==> src/tm_pkg.sv <==
// Shared types and field widths for the triangle metrics pipeline.
package tm_pkg;

    localparam int CENT_W  = 16;
    localparam int PERIM_W = 19;
    localparam int AREA_W  = 33;

    typedef struct packed {
        logic                      collinear;
        logic signed [CENT_W-1:0]  centroid_x;
        logic signed [CENT_W-1:0]  centroid_y;
        logic        [AREA_W-1:0]  area;
    } t_side;

endpackage

==> src/tm_isqrt.sv <==
// Three-lane pipelined integer square root, one root bit per stage.
module tm_isqrt #(
    parameter int RW = 17
) (
    input  logic            i_clk,
    input  logic            i_rst_n,
    input  logic            i_en,
    input  logic            i_valid,
    input  tm_pkg::t_side   i_side,
    input  logic [2*RW-1:0] i_n0,
    input  logic [2*RW-1:0] i_n1,
    input  logic [2*RW-1:0] i_n2,
    output logic            o_valid,
    output tm_pkg::t_side   o_side,
    output logic [RW-1:0]   o_root0,
    output logic [RW-1:0]   o_root1,
    output logic [RW-1:0]   o_root2
);
    localparam int NW = 2 * RW;

    logic                r_v    [RW];
    tm_pkg::t_side       r_side [RW];
    logic [NW-1:0]       r_rem  [RW][3];
    logic [RW-1:0]       r_root [RW][3];

    for (genvar k = 0; k < RW; k++) begin : g_stage
        localparam int B = RW - 1 - k;
        logic [NW-1:0] w_rem  [3];
        logic [RW-1:0] w_root [3];
        logic [NW-1:0] w_trial[3];
        logic [NW-1:0] n_rem  [3];
        logic [RW-1:0] n_root [3];
        logic          w_v;
        tm_pkg::t_side w_side;

        if (k == 0) begin : g_first
            assign w_rem[0] = i_n0;
            assign w_rem[1] = i_n1;
            assign w_rem[2] = i_n2;
            assign w_root   = '{default: '0};
            assign w_v      = i_valid;
            assign w_side   = i_side;
        end else begin : g_next
            assign w_rem  = r_rem[k-1];
            assign w_root = r_root[k-1];
            assign w_v    = r_v[k-1];
            assign w_side = r_side[k-1];
        end

        always_comb begin
            for (int j = 0; j < 3; j++) begin
                w_trial[j] = (NW'(w_root[j]) << (B + 1)) | (NW'(1) << (2 * B));
                if (w_rem[j] >= w_trial[j]) begin
                    n_rem[j]  = w_rem[j] - w_trial[j];
                    n_root[j] = w_root[j] | (RW'(1) << B);
                end else begin
                    n_rem[j]  = w_rem[j];
                    n_root[j] = w_root[j];
                end
            end
        end

        always_ff @(posedge i_clk) begin
            if (!i_rst_n) begin
                r_v[k] <= 1'b0;
            end else if (i_en) begin
                r_v[k] <= w_v;
            end
        end

        always_ff @(posedge i_clk) begin
            if (i_en) begin
                r_rem[k]  <= n_rem;
                r_root[k] <= n_root;
                r_side[k] <= w_side;
            end
        end
    end

    assign o_valid = r_v[RW-1];
    assign o_side  = r_side[RW-1];
    assign o_root0 = r_root[RW-1][0];
    assign o_root1 = r_root[RW-1][1];
    assign o_root2 = r_root[RW-1][2];

endmodule

==> config.mk <==
export PLATFORM = sky130hd
export DESIGN_NAME = tm_isqrt
export DESIGN_NICKNAME = d
export VERILOG_FILES = /design/src/tm_pkg.sv /design/src/tm_isqrt.sv
export SDC_FILE = /design/constraint.sdc
export NUM_CORES = 2
export LEC_CHECK = 0
export ABC_CLOCK_PERIOD_IN_PS = 3200
export BUFFER_PORTS_ARGS = -buffer_cell sky130_fd_sc_hd__buf_2
export CORE_MARGIN = 4
export CORE_UTILIZATION = 50
export CTS_CLUSTER_DIAMETER = 60
export DETAILED_ROUTE_END_ITERATION = 8
export PLACE_DENSITY = 0.68
export SLEW_MARGIN = 10
export SYNTH_ARGS = -nofsm -noshare
export SYNTH_HDL_FRONTEND = slang
export SYNTH_SLANG_ARGS = --single-unit
==> constraint.sdc <==
create_clock -name i_clk -period 3.2 [get_ports i_clk]
set_input_delay 0.32 -clock i_clk [delete_from_list [all_inputs] [get_ports i_clk]]
set_output_delay 0.32 -clock i_clk [all_outputs]
set_load 0.05 [all_outputs]
==> impl_results.md <==
- Layout fillers: 19.85k
- Failing checks: negative setup slack
- CTS tree: built
- RSZ-0062 raised after global routing: yes
- Hold_ws: 0.1640 ns
- Layout Nets: 10.36k
- Gpl congestion: 0.9647
- Worst vdd ir: 0.4790 mV
- Final WL: 233900 um
- Final max-slew violation count: 0
- Max frequency: 311.7 MHz
- Synth Warn #: 0
- Total GRT Usage: 0.1696
- R2R depth: 9
- Vias in the first global route: 71.08k
- Static leakage: 56.73 nW
- Initial core utilization: 0.5030
- Arrival time at the worst endpoint: 3.78 ns
- Die W: 521.9 um
- H-Tree Depth: 5
- PD cells: 689.4 nW/um2
- DP Wirelength: 164900 um
- Syn Area/Cell: 15.20 um2
- Hold WC Path Type: in2reg
- Drt first pass iters: 6
- Cell Area, Synth: 132000 um2
- Status: finished, violations left
- Startpoint types: flip-flop
- Max cap viols: 0
- Ys async rst share: 0
- Largest net degree at the start of global routing: 131
- Slew margin rel.: 0.5212
- Final ANT Viol Nets: 0
- First-pass GRT wire length: 376200 um
- Critical Path Sink Type: flip-flop
- Clk_lat worst skew: 0.87 ns
- Post-DP Area: 140000 um2
- CTS Buffer Depth: 4
- Reg area: 96980 um2
- Area of the multi-input gates: 32600 um2
- Input/output buffers: 289
- Post-Syn Instances: 8686
- Num Clock Sinks: 3230
- CP required: 3.77 ns
- Routed wire per std cell: 17.37 um
- Sequential element share of the synthesized area: 0.7345
- CTS buffer count: 338
- Crit share post-route: 1.003
- Root Buffer: clkbuf_16
- Drt initial violations: 4838
- Num ports: 290
- Layout cells sized above 1: 0.1238
- Vias: 70.99k
- Core box area: 262500 um2
- Initial antenna violation count: 2
- Worst slew pin tran: 0.7182 ns
- Post-synthesis cell type count: 86
- Setup slack after layout: -0.008479 ns
- Max Clock Skew: 0.06933 ns
- Row count: 188
- Crit path time final: 3.208 ns
- Congestion Overflow GR: 0
- DRC viols: 0
- Final hold violations: 0
- Syn_nets: 9356
- Ys flop type: edfxtp_1
- Hold Path Cell Cnt: 2
- Post-synth EDFFs: 3229
- Synthesized flop and latch total: 3230
- Avg Vias per Cell: 5.274
- Final setup fails: 1
- Die height: 521.9 um
- Die area: 272400 um2
- Critical path class: reg2reg
- Most frequent cells in the layout: 3229 x edfxtp_1, 624 x inv_1, 496 x ha_1
- Commonest non-fill, non-tap cell in the layout: edfxtp_1
- Critical Path Fanout Max: 6
- Clock-pin slew on the worst setup and hold paths: 0.06 ns
- Final instance area: 153300 um2
- Syn-to-layout area delta: 16.07%
## critical path, cell delays in order, from the launching register on
cell	delay, ns
edfxtp_1	0.39
or4_4	0.58
nor4_4	0.29
nand2b_1	0.10
or3_4	0.33
or2_4	0.24
or4_4	0.54
buf_12	0.17
nor4b_1	0.14
xor2_1	0.17
## state kept, by name, indices dropped and copies added (netlist names)
signal  flops
r_side   1122
r_root    459
r_rem    1632
r_v        17
## worst paths after layout
check                                       to      startpoint  slack (ns)
worst max register to register  r_rem[0][1315]  r_rem[0][1214]      -0.008
worst min-delay path             r_side[0][23]      i_side[23]        0.16
worst max-delay path            r_rem[0][1315]  r_rem[0][1214]      -0.008
worst min register to register   r_side[5][16]   r_side[4][16]        0.40
## synth_stat cells, drive strengths merged (15+ instances only)
cell type	number	area (um2)
nand2	490	1839
a21boi	30	229.0
or2	35	219.0
nand2b	101	631.9
nor3b	19	142.6
o21a	113	848.3
xnor2	347	3039
nor4	242	1514
o21ai	379	1897
nor3	242	1211
inv	629	2361
o21bai	27	202.7
edfxtp	3229	96960
nor2b	75	469.2
o211ai	30	225.2
xor2	306	2680
a31oi	41	262.8
o31ai	70	525.5
mux2	55	626.8
nand4	99	619.3
or4	41	315.3
nor4b	47	411.6
ha	498	6231
clkbuf	77	289.0
a211oi	28	210.2
and4b	15	150.1
a21oi	368	1842
buf	21	142.6
nand3	105	525.5
nor2	443	1670
and2	26	162.7
a2111oi	18	171.4
or3	105	666.9
and3	44	275.3
nand4b	24	210.2
a21o	101	758.2
## metal layers
metal  routed length, um  track usage  up-vias
li1                    -            -    34920
met3               10570      0.02676      532
met5                   0            0        -
met2              111300       0.2814     1631
met4               10070      0.07170        0
met1              101900       0.2236    33910
## what timing repair did
action                                  4_1_cts  5_1_grt
endpoints found under the setup margin        4      167
pin swaps                                     0       10
hold buffers                                175        0
endpoints found under the hold margin       203        0
gates resized for setup                       2       76
gates cloned                                  0        2
buffers inserted                              0       12
## report_power, final
group | switching [mW] | internal [mW] | total (mW)
Sequential | 2.71 | 51.8 | 54.5
Combinational | 7.21 | 5.61 | 12.8
Clock | 15.6 | 22.7 | 38.4
## layout make-up
class	count	share of cell area
flip-flops and latches	3230	0.6328
multi-input cells	4728	0.2127
clock buffers	407	0.05714
repair buffers	759	0.03855
well taps	3515	0.02870
inverters	630	0.01543
clock inverters	192	0.01466
diodes	1	0.00001633
## through the flow
| stage | setup WS [ns] | power (mW) | instances | TNS [ns] | util |
|---|---|---|---|---|---|
| after floorplan | 0.01888 | 62.81 | 8686 | 0 | - |
| after global placement | -0.1176 | 67.34 | 12670 | -0.2757 | 0.5334 |
| after detailed placement | -0.01748 | 67.81 | 12670 | -0.02923 | 0.5334 |
| after CTS | 0.005438 | 106.7 | 13450 | 0 | 0.5820 |
| after global routing | -0.1144 | 110.7 | 13460 | -1.146 | 0.5838 |
| final | -0.008479 | 105.7 | 13460 | -0.008479 | 0.5838 |
## logic make-up after synthesis
group | share of synthesized area
flip-flops | 0.7345
AO/OA/AOI/OAI | 0.06258
buffers and inverters | 0.02118
multiplexers | 0.005354
XOR/XNOR | 0.04331
adder cells (fa/ha/maj) | 0.04719
AND/OR/NAND/NOR | 0.08590
Power figures use the tool's default switching activity.
